$ cat config.mk
export PLATFORM = sky130hd
export DESIGN_NAME = gfr_cmp_unit
export DESIGN_NICKNAME = d
export VERILOG_FILES = /design/src/gfr_pkg.sv /design/src/gfr_cmp_unit.sv
export SDC_FILE = /design/constraint.sdc
export NUM_CORES = 1
export LEC_CHECK = 0
export ABC_AREA = 1
export BUFFER_PORTS_ARGS = -buffer_cell sky130_fd_sc_hd__buf_2
export CORE_MARGIN = 2
export CORE_UTILIZATION = 50
export DETAILED_ROUTE_END_ITERATION = 6
export PLACE_DENSITY = 0.9
export SLEW_MARGIN = 20
export SYNTH_ARGS = -nofsm -noshare
export SYNTH_HDL_FRONTEND = slang
export SYNTH_SLANG_ARGS = --single-unit
$ cat constraint.sdc
create_clock -name vclk -period 2.9
set_input_delay 0.58 -clock vclk [all_inputs]
set_output_delay 0.58 -clock vclk [all_outputs]
set_load 0.005 [all_outputs]
$ cat src/gfr_pkg.sv
`timescale 1ns / 1ps
// ----------------------------------------------------------------------------
// gfr_pkg
// Types and constants shared by the geofence rectangle point filter.
// ----------------------------------------------------------------------------
package gfr_pkg;

   localparam int LAT_W     = 28;
   localparam int LON_W     = 30;
   localparam int LON_N_W   = 29;
   localparam int TIME_W    = 32;
   localparam int INDEX_W   = 6;
   localparam int LON_EXT_W = 31;

   localparam logic signed [LON_EXT_W-1:0] LON_HALF_TURN = 31'sd180000000;
   localparam logic signed [LON_EXT_W-1:0] LON_FULL_TURN = 31'sd360000000;

   localparam logic FUNC_WRITE_TILE = 1'b0;
   localparam logic FUNC_TEST_POINT = 1'b1;

   typedef enum logic [2:0] {
      GFR_IDLE,
      GFR_WRITE,
      GFR_SCAN,
      GFR_DRAIN,
      GFR_DONE
   } gfr_state_type;

   typedef struct packed {
      logic signed [LAT_W-1:0]   lat_lo;
      logic signed [LAT_W-1:0]   lat_hi;
      logic signed [LON_N_W-1:0] lon_west;
      logic signed [LON_N_W-1:0] lon_east;
   } gfr_entry_type;

   typedef struct packed {
      logic valid;
      logic allowed;
   } gfr_flags_type;

   // Folds any 30-bit longitude into [-180, 180) degrees. One turn up or down
   // always suffices for the 30-bit input range.
   function automatic logic signed [LON_N_W-1:0] wrap_lon(
      input logic signed [LON_W-1:0] lon
   );
      logic signed [LON_EXT_W-1:0] x;
      logic signed [LON_EXT_W-1:0] r;
      x = LON_EXT_W'(lon);
      if (x < -LON_HALF_TURN) begin
         r = x + LON_FULL_TURN;
      end else if (x >= LON_HALF_TURN) begin
         r = x - LON_FULL_TURN;
      end else begin
         r = x;
      end
      return r[LON_N_W-1:0];
   endfunction

endpackage

$ cat src/gfr_cmp_unit.sv
`timescale 1ns / 1ps
// ----------------------------------------------------------------------------
// gfr_cmp_unit
// Shared comparator set: decides whether one tile entry holds the point.
// ----------------------------------------------------------------------------
module gfr_cmp_unit (
   input  gfr_pkg::gfr_entry_type             entry,
   input  gfr_pkg::gfr_flags_type             flags,
   input  logic                               allow_en,
   input  logic signed [gfr_pkg::LAT_W-1:0]   pt_lat,
   input  logic signed [gfr_pkg::LON_N_W-1:0] pt_lon_n,
   output logic                               hit
);
   import gfr_pkg::*;

   logic lat_in;
   logic above_west;
   logic below_east;
   logic lon_in;
   logic eligible;

   always_comb begin
      lat_in     = (pt_lat >= entry.lat_lo) && (pt_lat <= entry.lat_hi);
      above_west = pt_lon_n >= entry.lon_west;
      below_east = pt_lon_n <= entry.lon_east;
      // A tile whose west bound lies east of its east bound spans the antimeridian.
      if (entry.lon_west <= entry.lon_east) begin
         lon_in = above_west && below_east;
      end else begin
         lon_in = above_west || below_east;
      end
      eligible = flags.valid && (!allow_en || flags.allowed);
      hit      = eligible && lat_in && lon_in;
   end

endmodule

# Word level (Yosys, flattened, before mapping)
# Index checks and enable logic that the tools add are counted.
# word_totals
regBits,0
out_inout_bits,1
# classes
n_reduce_logical,8
magnitude_cmp,5
n_mux,1
# ops
op,count
<= comparator 29 bit,2
greater-or-equal comparator 29 bit,1
greater-or-equal comparator 28 bit,1
<= comparator 28 bit,1
logical AND 1 bit,5
logical OR 1 bit,2
logical NOT 1 bit,1
2-to-1 mux 1 bit,1

# Logic depth before layout (Yosys ltp)
# Gate-level depths: netlist of the first run.
# logic_depth
ltp_word,5
depth_mapped,16

# Worst setup path after synthesis of the first run
# Ideal clock, no wire load.
# synth_timing
path_type,input to output
startpoint,input entry[28] (netlist name)
endpoint,output hit
required_time_ps,2320
setup_slack_ps,465
cell_stages,14
arrival_ps,1855
path_cell_list,inv_1 > ha_1 > nand2_2 > nor2_2 > nor3b_2 > and2b_1 > nand2_1 > nand2_1 > nand2_1 > nand3_2 > nand2_1 > nand2_1 > nand2_1 > nor2_2
# synth_between
elab_chain_cells,4
elab_cells_between_ends,6
cone_classes,order compare: 2; mux: 1; reduce/logical: 3
# synth_rtl
element,line_no,source
"start, declared",gfr_cmp_unit.sv:7,"input gfr_pkg::gfr_entry_type entry,"
<= comparator 29 bit,gfr_cmp_unit.sv:25,below_east = pt_lon_n <= entry.lon_east;
logical OR 1 bit or logical AND 1 bit (tied branches),"gfr_cmp_unit.sv:30, gfr_cmp_unit.sv:28",
2-to-1 mux 1 bit *,gfr_cmp_unit.sv:27,if (entry.lon_west <= entry.lon_east) begin
logical AND 1 bit *,gfr_cmp_unit.sv:33,hit = eligible && lat_in && lon_in;
"end, declared",gfr_cmp_unit.sv:12,output logic hit
# Every way passes the cells marked *; elsewhere a longest branch is shown, timed or not.

# Worst setup path after layout of the first run
# layout_timing
startpoint,input entry[8] (netlist name)
endpoint,output hit
# Same word-level chain as after synthesis.

==> results of run 1 <==
## worst max-delay path: cells and delay by family
family,cells,cell delay [ns]
AOI/OAI and AO/OA,1,0.15
and+or+nand+nor,12,0.94
buffers and inverters,4,0.32
adders and majority gates,1,0.31
## synth_stat cells (3+ instances only)
cell type	n
nor3_1	8
nand2_1	171
o21ai_0	12
nor2_1	41
o21a_1	3
nand3_1	22
a21oi_1	54
ha_1	143
nand4_1	11
inv_1	165
a21o_1	3
## kinds of logic (layout without fill, tap and decap cells)
kind of cell    Yosys count  in the layout  synth area share (%)
fa+ha+maj               143            143                  45.5
compound gates           74             74                  9.96
buf+inv                 165            343                  15.7
simple gates            267            267                  28.8
## through the flow
step / cells / setup WS [ns] / utilization [%] / cell area [µm²]
finish: 929 / 0.0140 / 68.8 / 5290
CTS: 926 / 0.0675 / 64.2 / 4940
floorplan: 649 / 0.465 / - / 3930
global route: 929 / -0.109 / 68.8 / 5290
detailed placement: 926 / 0.0605 / 64.2 / 4940
global placement: 926 / 0.128 / 64.2 / 4940
## worst paths after layout
check | startpoint | cells after the start | to
min | allow_en | 5 | hit
max | entry[8] | 18 | hit
## power by group
group	total, mW	internal [mW]	switching (mW)	leakage, nW
Sequential	0	0	0	0
Combinational	0.739	0.334	0.405	3.40
Clock	0	0	0	0
Total	0.739	0.334	0.405	3.40
## cell type report
class / count / area share [%]
inverters: 165 / 11.7
multi-input cells: 484 / 68.8
repair buffers: 178 / 17.1
well taps: 102 / 2.41
## routing by layer
layer | up-vias | global-route usage [%] | wire, µm
met5 | - | 0 | 0
met4 | 0 | 4.17 | 259
met3 | 24 | 1.38 | 519
met2 | 140 | 43.6 | 5640
met1 | 2041 | 28.6 | 4650
li1 | 2430 | - | -
## what timing repair did
action | CTS | global route
setup endpoints to repair | 0 | 1
hold buffers | 0 | 0
buffers inserted | 0 | 3
gates resized for setup | 0 | 67
==> run summary, run 1 <==
Syn_nets: 966
Final nets: 1146
Commonest cells after routing, fill and taps aside: buf_2, nand2_1, inv_1
Die width: 92.7 µm
Syn_area_per_cell: 6.06 µm²
Top cell by count, worst path: nand2_1
Fillcell total: 652
Ys Warns: 0
Startpoint types: input port
Seq/Total Area, Yosys: 0%
Final period util: 99.5%
Antenna violations before repair: 0
Hold WS: 1.56 ns
Max-slew violation count: 0
Area of the multi-input gates: 3640 µm²
Share of cells above drive strength 1: 29.9%
Cell count after synthesis: 649
PD cells: 140 nW/µm²
Vias: 4635
Slew @ Worst Pin: 0.382 ns
Num ports: 175
Drt drc: 0
Final setup violating endpoints: 0
Seq cells: 0
Row count: 32
Starting Density: 51.2%
Synth area leader: ha_1
Tmin final: 2.89 ns
Power, Total: 0.739 mW
First-pass GRT wire length: 16.9 mm
Setup CP Type: input port to primary output
Port Buf Inserts: 175
Core Area: 7690 µm²
GRT overflow: 0
Post-route antenna net violation count: 0
Fmax: 346 MHz
Post-synth cell types: 22
Hold Path Class: input port to primary output
Die footprint: 8590 µm²
Vias in the first global route: 4229
Final WL: 11.1 mm
# clk buffers: 0
Routed wire per std cell: 11.9 µm
Leak pwr: 3.40 nW
Cell Area, Synth: 3930 µm²
Setup TNS: 0 ns
Critical path's slowest cell: ha_1
Final HPWL DP: 9.53 mm
Most common cell after layout, fill and taps aside: buf_2
Worst slew margin: 74.3%
Data required time of the worst path: 2.32 ns
Endpoint class of the critical path: primary output
Maximum VDD drop: 65.7 µV
Height of the die: 92.7 µm
Worst path cell trace: buf_2 > inv_1 > ha_1 > nand2_1 > inv_1 > nand2_1 > nand2_1 > a21oi_2 > nand2_2 > nand2_2 > nand2_1 > nand2_1 > nand3_2 > nor2_2 > nand2_1 > nand2_2 > nor2_2 > buf_2
Top post-synthesis cells by area: ha_1, nand2_1, inv_1
P&R area growth vs syn: 34.5%
Tot GR Track Use: 23.0%
Sequential cell area: 0 µm²
Antenna cells: 0
RePlAce Congestion: 0.940
First-pass DRT Iterations: 4
Pin count of the biggest net entering global routing: 6
Drt first-iter violations: 144
Critical Path AT: 2.31 ns
Outcome: finished, final reports clean
Delay of the slowest critical-path stage: 0.31 ns
Hold Fails Final Rpt: 0
Synth top area share: 45.5%
Vias/cell: 4.99
CP max FO: 2
Max Cap Viol: 0
(Power assumes the default switching activity.)
==> inputs of run 2 (changes only) <==
==> constraint.sdc (replaced) <==
create_clock -name vclk -period 2.9
set_input_delay 0.145 -clock vclk [all_inputs]
set_output_delay 0.145 -clock vclk [all_outputs]
set_load 0.005 [all_outputs]
==> run 2 against run 1 <==
Against the previous run: combinational power decreased by 12%; total power is 12% lower; sequential share of layout area is the same; non-clock buffer count shrank 3; flip-flop and latch count is the same; core utilization is 4.6 points lower; setup slack gained 0.91 ns; critical endpoint unchanged; largest cell class unchanged; largest power group unchanged.
==> run summary, run 2 (synthesis results as in run 1) <==
P&R area growth vs syn: 25.5%
Critical path startpoint: entry[12]
Design Area, Final: 4940 µm² (-6.6%)
Vias/cell: 4.71 (-5.7%)
# clk buffers: 0 (unchanged)
Place WS: 0.972 ns (+0.911 ns)
Final WL: 9.76 mm (-12%)
Post_cts resized: 0 (unchanged)
Hold Path Class: input port to primary output
Outcome: finished, final reports clean
Die footprint: 8590 µm² (unchanged)
Endpoint class of the critical path: primary output
Final setup margin: 0.926 ns (+0.912 ns)
Antenna cells: 0 (unchanged)
Startpoint types: input port
Share of cells above drive strength 1: 22.3% (-7.5 points)
Pin count of the biggest net entering global routing: 6 (unchanged)
Antenna violations before repair: 0 (unchanged)
Power share of the combinational group: 100.0% (about the same)
Fillcell total: 751 (+15%)
Seq cells: 0 (unchanged)
Drt drc: 0 (unchanged)
Setup CP Type: input port to primary output
Routed wire per std cell: 10.5 µm (-12%)
Tot GR Track Use: 22.1% (-0.88 points)
Hold-fix buffers, CTS: 0 (unchanged)
Vias: 4358 (-6.0%)
Power share of the sequential group: 0% (unchanged)
Power, Total: 0.647 mW (-12%)
Slew @ Worst Pin: 0.412 ns (+0.0300 ns)
Sw Share: 54.4% (-0.43 points)
Commonest cells after routing, fill and taps aside: buf_2, nand2_1, inv_1
Tmin final: 1.97 ns (-0.912 ns)
Pint: 0.295 mW (-12%)
Sw Pwr: 0.352 mW (-13%)
Final HPWL DP: 9.31 mm (-2.3%)
Most common cell after layout, fill and taps aside: buf_2
Post-route antenna net violation count: 0 (unchanged)
Final nets: 1143 (-0.26%)
Setup TNS: 0 ns (unchanged)
Post-CTS Setup Repair Bufs: 0 (unchanged)
Worst slew margin: 72.3% (-2.0 points)
Final setup violating endpoints: 0 (unchanged)
Placement Cell Area: 4940 µm² (unchanged)
Vias in the first global route: 3992 (-5.6%)
Row count: 32 (unchanged)
First-pass GRT wire length: 16.1 mm (-4.7%)
GRT overflow: 0 (unchanged)
Max-slew violation count: 0 (unchanged)
Port Buf Inserts: 175 (unchanged)
Die width: 92.7 µm (unchanged)
Max Cap Viol: 0 (unchanged)
Num ports: 175 (unchanged)
Core Area: 7690 µm² (unchanged)
Height of the die: 92.7 µm (unchanged)
Hold Fails Final Rpt: 0 (unchanged)
Non-Filler Instances: 926 (-0.32%)
Unrepaired setup endpoints after global routing: no
Starting Density: 51.2% (unchanged)
Worst hold start: allow_en
RePlAce Congestion: 0.942 (+0.20%)
CP max FO: 3 (+1)
Clock power frac: 0% (unchanged)
PD cells: 131 nW/µm² (-6.2%)
Final period util: 68.1% (-31 points)
DP Cell Count: 926 (unchanged)
Critical Path AT: 1.83 ns (-0.48 ns)
Hold WS: 0.675 ns (-0.884 ns)
Leak pwr: 3.35 nW (-1.3%)
Sequential cell area: 0 µm² (unchanged)
Util after Layout: 64.2% (-4.6 points)
Fmax: 507 MHz (+46%)
Maximum VDD drop: 60.5 µV (-7.9%)
First-pass DRT Iterations: 5 (+1)
Drt first-iter violations: 109 (-24%)
Data required time of the worst path: 2.76 ns (+0.44 ns)
==> run 2: path summary, 6_finish.rpt <==
check | end | slack, ns | cells past startpoint
hold / removal | hit | 0.68 | 5
setup / recovery | hit | 0.93 | 14
==> run 2: critical path, cell delays in order <==
cell	delay (ns)
buf_2	0.08
inv_1	0.05
ha_1	0.29
nand2_1	0.07
nor2_1	0.19
nand4_1	0.10
nor4_1	0.33
nand2_1	0.11
nand3_2	0.10
nand2_1	0.05
nand2_1	0.05
nand2_1	0.07
nor2_2	0.07
buf_2	0.12
==> run 2: power by group through the flow <==
stage	Sequential [mW]	Combinational (mW)	Clock [mW]
after floorplan	0	0.407	0
after global placement	0	0.628	0
after detailed placement	0	0.645	0
after CTS	0	0.650	0
after global routing	0	0.761	0
final	0	0.647	0
==> run 2: final cells by class <==
| type | count | area (µm²) | area share [%] |
|---|---|---|---|
| Inverter | 165 | 619 | 12.5 |
| Multi-Input combinational cell | 484 | 3310 | 67.1 |
| Tap cell | 102 | 128 | 2.59 |
| Timing Repair Buffer | 175 | 876 | 17.7 |
==> run 2: layer usage <==
layer | track usage, % | vias up | part of all wire (%)
met5 | 0 | - | 0
li1 | - | 2426 | -
met4 | 3.19 | 0 | 2.0
met3 | 1.46 | 14 | 6.3
met1 | 27.9 | 1783 | 44
met2 | 41.7 | 135 | 48
==> inputs of run 3 (changes only) <==
--- a/config.mk
+++ b/config.mk
@@ -8,9 +8,9 @@
 export ABC_AREA = 1
 export BUFFER_PORTS_ARGS = -buffer_cell sky130_fd_sc_hd__buf_2
 export CORE_MARGIN = 2
-export CORE_UTILIZATION = 50
+export CORE_UTILIZATION = 46
 export DETAILED_ROUTE_END_ITERATION = 6
-export PLACE_DENSITY = 0.9
+export PLACE_DENSITY = 0.87
 export SLEW_MARGIN = 20
 export SYNTH_ARGS = -nofsm -noshare
 export SYNTH_HDL_FRONTEND = slang
==> constraint.sdc (replaced) <==
create_clock -name vclk -period 1.6
set_input_delay 0.08 -clock vclk [all_inputs]
set_output_delay 0.08 -clock vclk [all_outputs]
set_load 0.005 [all_outputs]
==> run 3 against run 2 <==
Against the previous run: the flow now finishes with violations (setup timing); flip-flop and latch count unchanged; core utilization is 8.2 points higher; total power is 140% higher; die area increased by 8.3%; critical path type unchanged.
==> run summary, run 3 (synthesis results as in run 1) <==
PD cells: 265 nW/µm² (+100%)
Final WL: 12.6 mm (+29%)
Fillcell total: 642 (-15%)
Endpoint class of the critical path: primary output
Most common cell after layout, fill and taps aside: buf_2
GRT overflow: 0 (unchanged)
Data required time of the worst path: 1.52 ns (-1.24 ns)
Leak pwr: 3.61 nW (+7.6%)
Pint: 0.751 mW (+150%)
Setup CP Type: input port to primary output
First-pass DRT Iterations: 4 (-1)
Hold Path Class: input port to primary output
Failing checks: setup timing
Final setup violating endpoints: 1 (+1)
Placement Cell Area: 5130 µm² (+3.9%)
Outcome: complete, but fails checks
Critical path's slowest cell: ha_4
Drt drc: 0 (unchanged)
Slew @ Worst Pin: 0.253 ns (-0.159 ns)
Share of cells above drive strength 1: 38.0% (+16 points)
Pin count of the biggest net entering global routing: 4 (-2)
Max-slew violation count: 0 (unchanged)
Sw Share: 52.6% (-1.8 points)
Tmin final: 1.80 ns
Height of the die: 96.5 µm (+4.1%)
Post-route antenna net violation count: 0 (unchanged)
Commonest cells after routing, fill and taps aside: buf_2, nand2_1, inv_1
Routed wire per std cell: 13.1 µm (+25%)
Top cell by count, worst path: nor2_2
Final HPWL DP: 9.73 mm (+4.5%)
Startpoint types: input port
Maximum VDD drop: 143 µV (+140%)
Vias/cell: 4.97 (+5.7%)
Antenna violations before repair: 1 (+1)
Row count: 33 (+3.1%)
Final nets: 1174 (+2.7%)
Fmax: 557 MHz
Final setup margin: -0.196 ns (-1.12 ns)
# clk buffers: 0 (unchanged)
Hold Fails Final Rpt: 0 (unchanged)
RePlAce Congestion: 0.944 (+0.21%)
Die width: 96.5 µm (+4.1%)
Hold-fix buffers, CTS: 0 (unchanged)
Unrepaired setup endpoints after global routing: yes
Seq cells: 0 (unchanged)
Sequential cell area: 0 µm² (unchanged)
Num ports: 175 (unchanged)
Final period util: 112%
Worst slew margin: 83.0% (+11 points)
First-pass GRT wire length: 17.7 mm (+10%)
Tot GR Track Use: 23.3% (+1.2 points)
Power share of the sequential group: 0% (unchanged)
Clock power frac: 0% (unchanged)
Delay of the slowest critical-path stage: 0.26 ns (-0.07 ns)
Util after Layout: 72.4% (+8.2 points)
Starting Density: 47.6% (-3.5 points)
Design Area, Final: 5980 µm² (+21%)
Core Area: 8260 µm² (+7.4%)
Vias: 4780 (+9.7%)
Vias in the first global route: 4409 (+10%)
P&R area growth vs syn: 52.0%
Max Cap Viol: 0 (unchanged)
Die footprint: 9300 µm² (+8.3%)
Critical Path AT: 1.72 ns (-0.11 ns)
Port Buf Inserts: 175 (unchanged)
Drt first-iter violations: 173 (+59%)
Worst path cell trace: buf_2 > ha_4 > nand4_1 > nor2_4 > nand2_2 > nor2_2 > nor2_2 > nand3_1 > nand3_2 > nor2_1 > nand2_1 > nand2_2 > nor2_2 > buf_2
Power share of the combinational group: 100.0% (about the same)
CP max FO: 2 (-1)
Sw Pwr: 0.832 mW (+140%)
==> run 3: worst paths after layout <==
path / start / endpoint / slack (ns) / cells past startpoint
worst max-delay path: pt_lon_n[22] / hit / -0.20 / 14
worst min-delay path: allow_en / hit / 0.56 / 5
==> run 3: layout make-up <==
type / count / area, µm² / share of cell area [%]
inverter: 165 / 632 / 10.6
antenna: 1 / 2.50 / 0.0419
timing repair buffer: 206 / 1230 / 20.5
tap: 105 / 131 / 2.20
multi-input combinational: 484 / 3980 / 66.7
==> run 3: power by group through the flow <==
stage,Sequential [mW],Combinational (mW),Clock (mW)
6_report,0,1.58,0.0000000837
5_1_grt,0,1.78,0.0000000836
4_1_cts,0,1.39,0
3_5_place_dp,0,1.23,0
3_3_place_gp,0,1.20,0
2_1_floorplan,0,0.737,0
==> run 3: per-stage QoR <==
stage,hold WS [ns],setup TNS [ns],power (mW),std cells,setup slack [ns]
floorplan,0.343,0,0.737,649,0.165
global placement,0.574,-0.215,1.20,954,-0.215
detailed placement,0.563,-0.255,1.23,954,-0.255
CTS,0.561,-0.127,1.39,958,-0.127
global route,0.587,-0.291,1.78,961,-0.291
finish,0.560,-0.196,1.58,961,-0.196
==> run 3: metal layers <==
layer	share of wire, %	wire (µm)	GRT usage, %	up-vias
li1	-	-	-	2492
met3	5.2	663	1.09	24
met5	0	0	0	-
met4	2.2	282	3.99	0
met1	39	4980	26.8	2115
met2	53	6700	47.2	149
==> run 3: worst max-delay path, delay by kind of cell <==
family | cells | cell delay (ns)
buffers and inverters | 2 | 0.25
adder cells (fa/ha/maj) | 1 | 0.26
AND/OR/NAND/NOR | 11 | 1.12
==> run 3: what timing repair did <==
item	4_1_cts	5_1_grt
pin swaps	58	55
buffers inserted	5	2
resized for setup	81	80
setup endpoints to repair	1	1
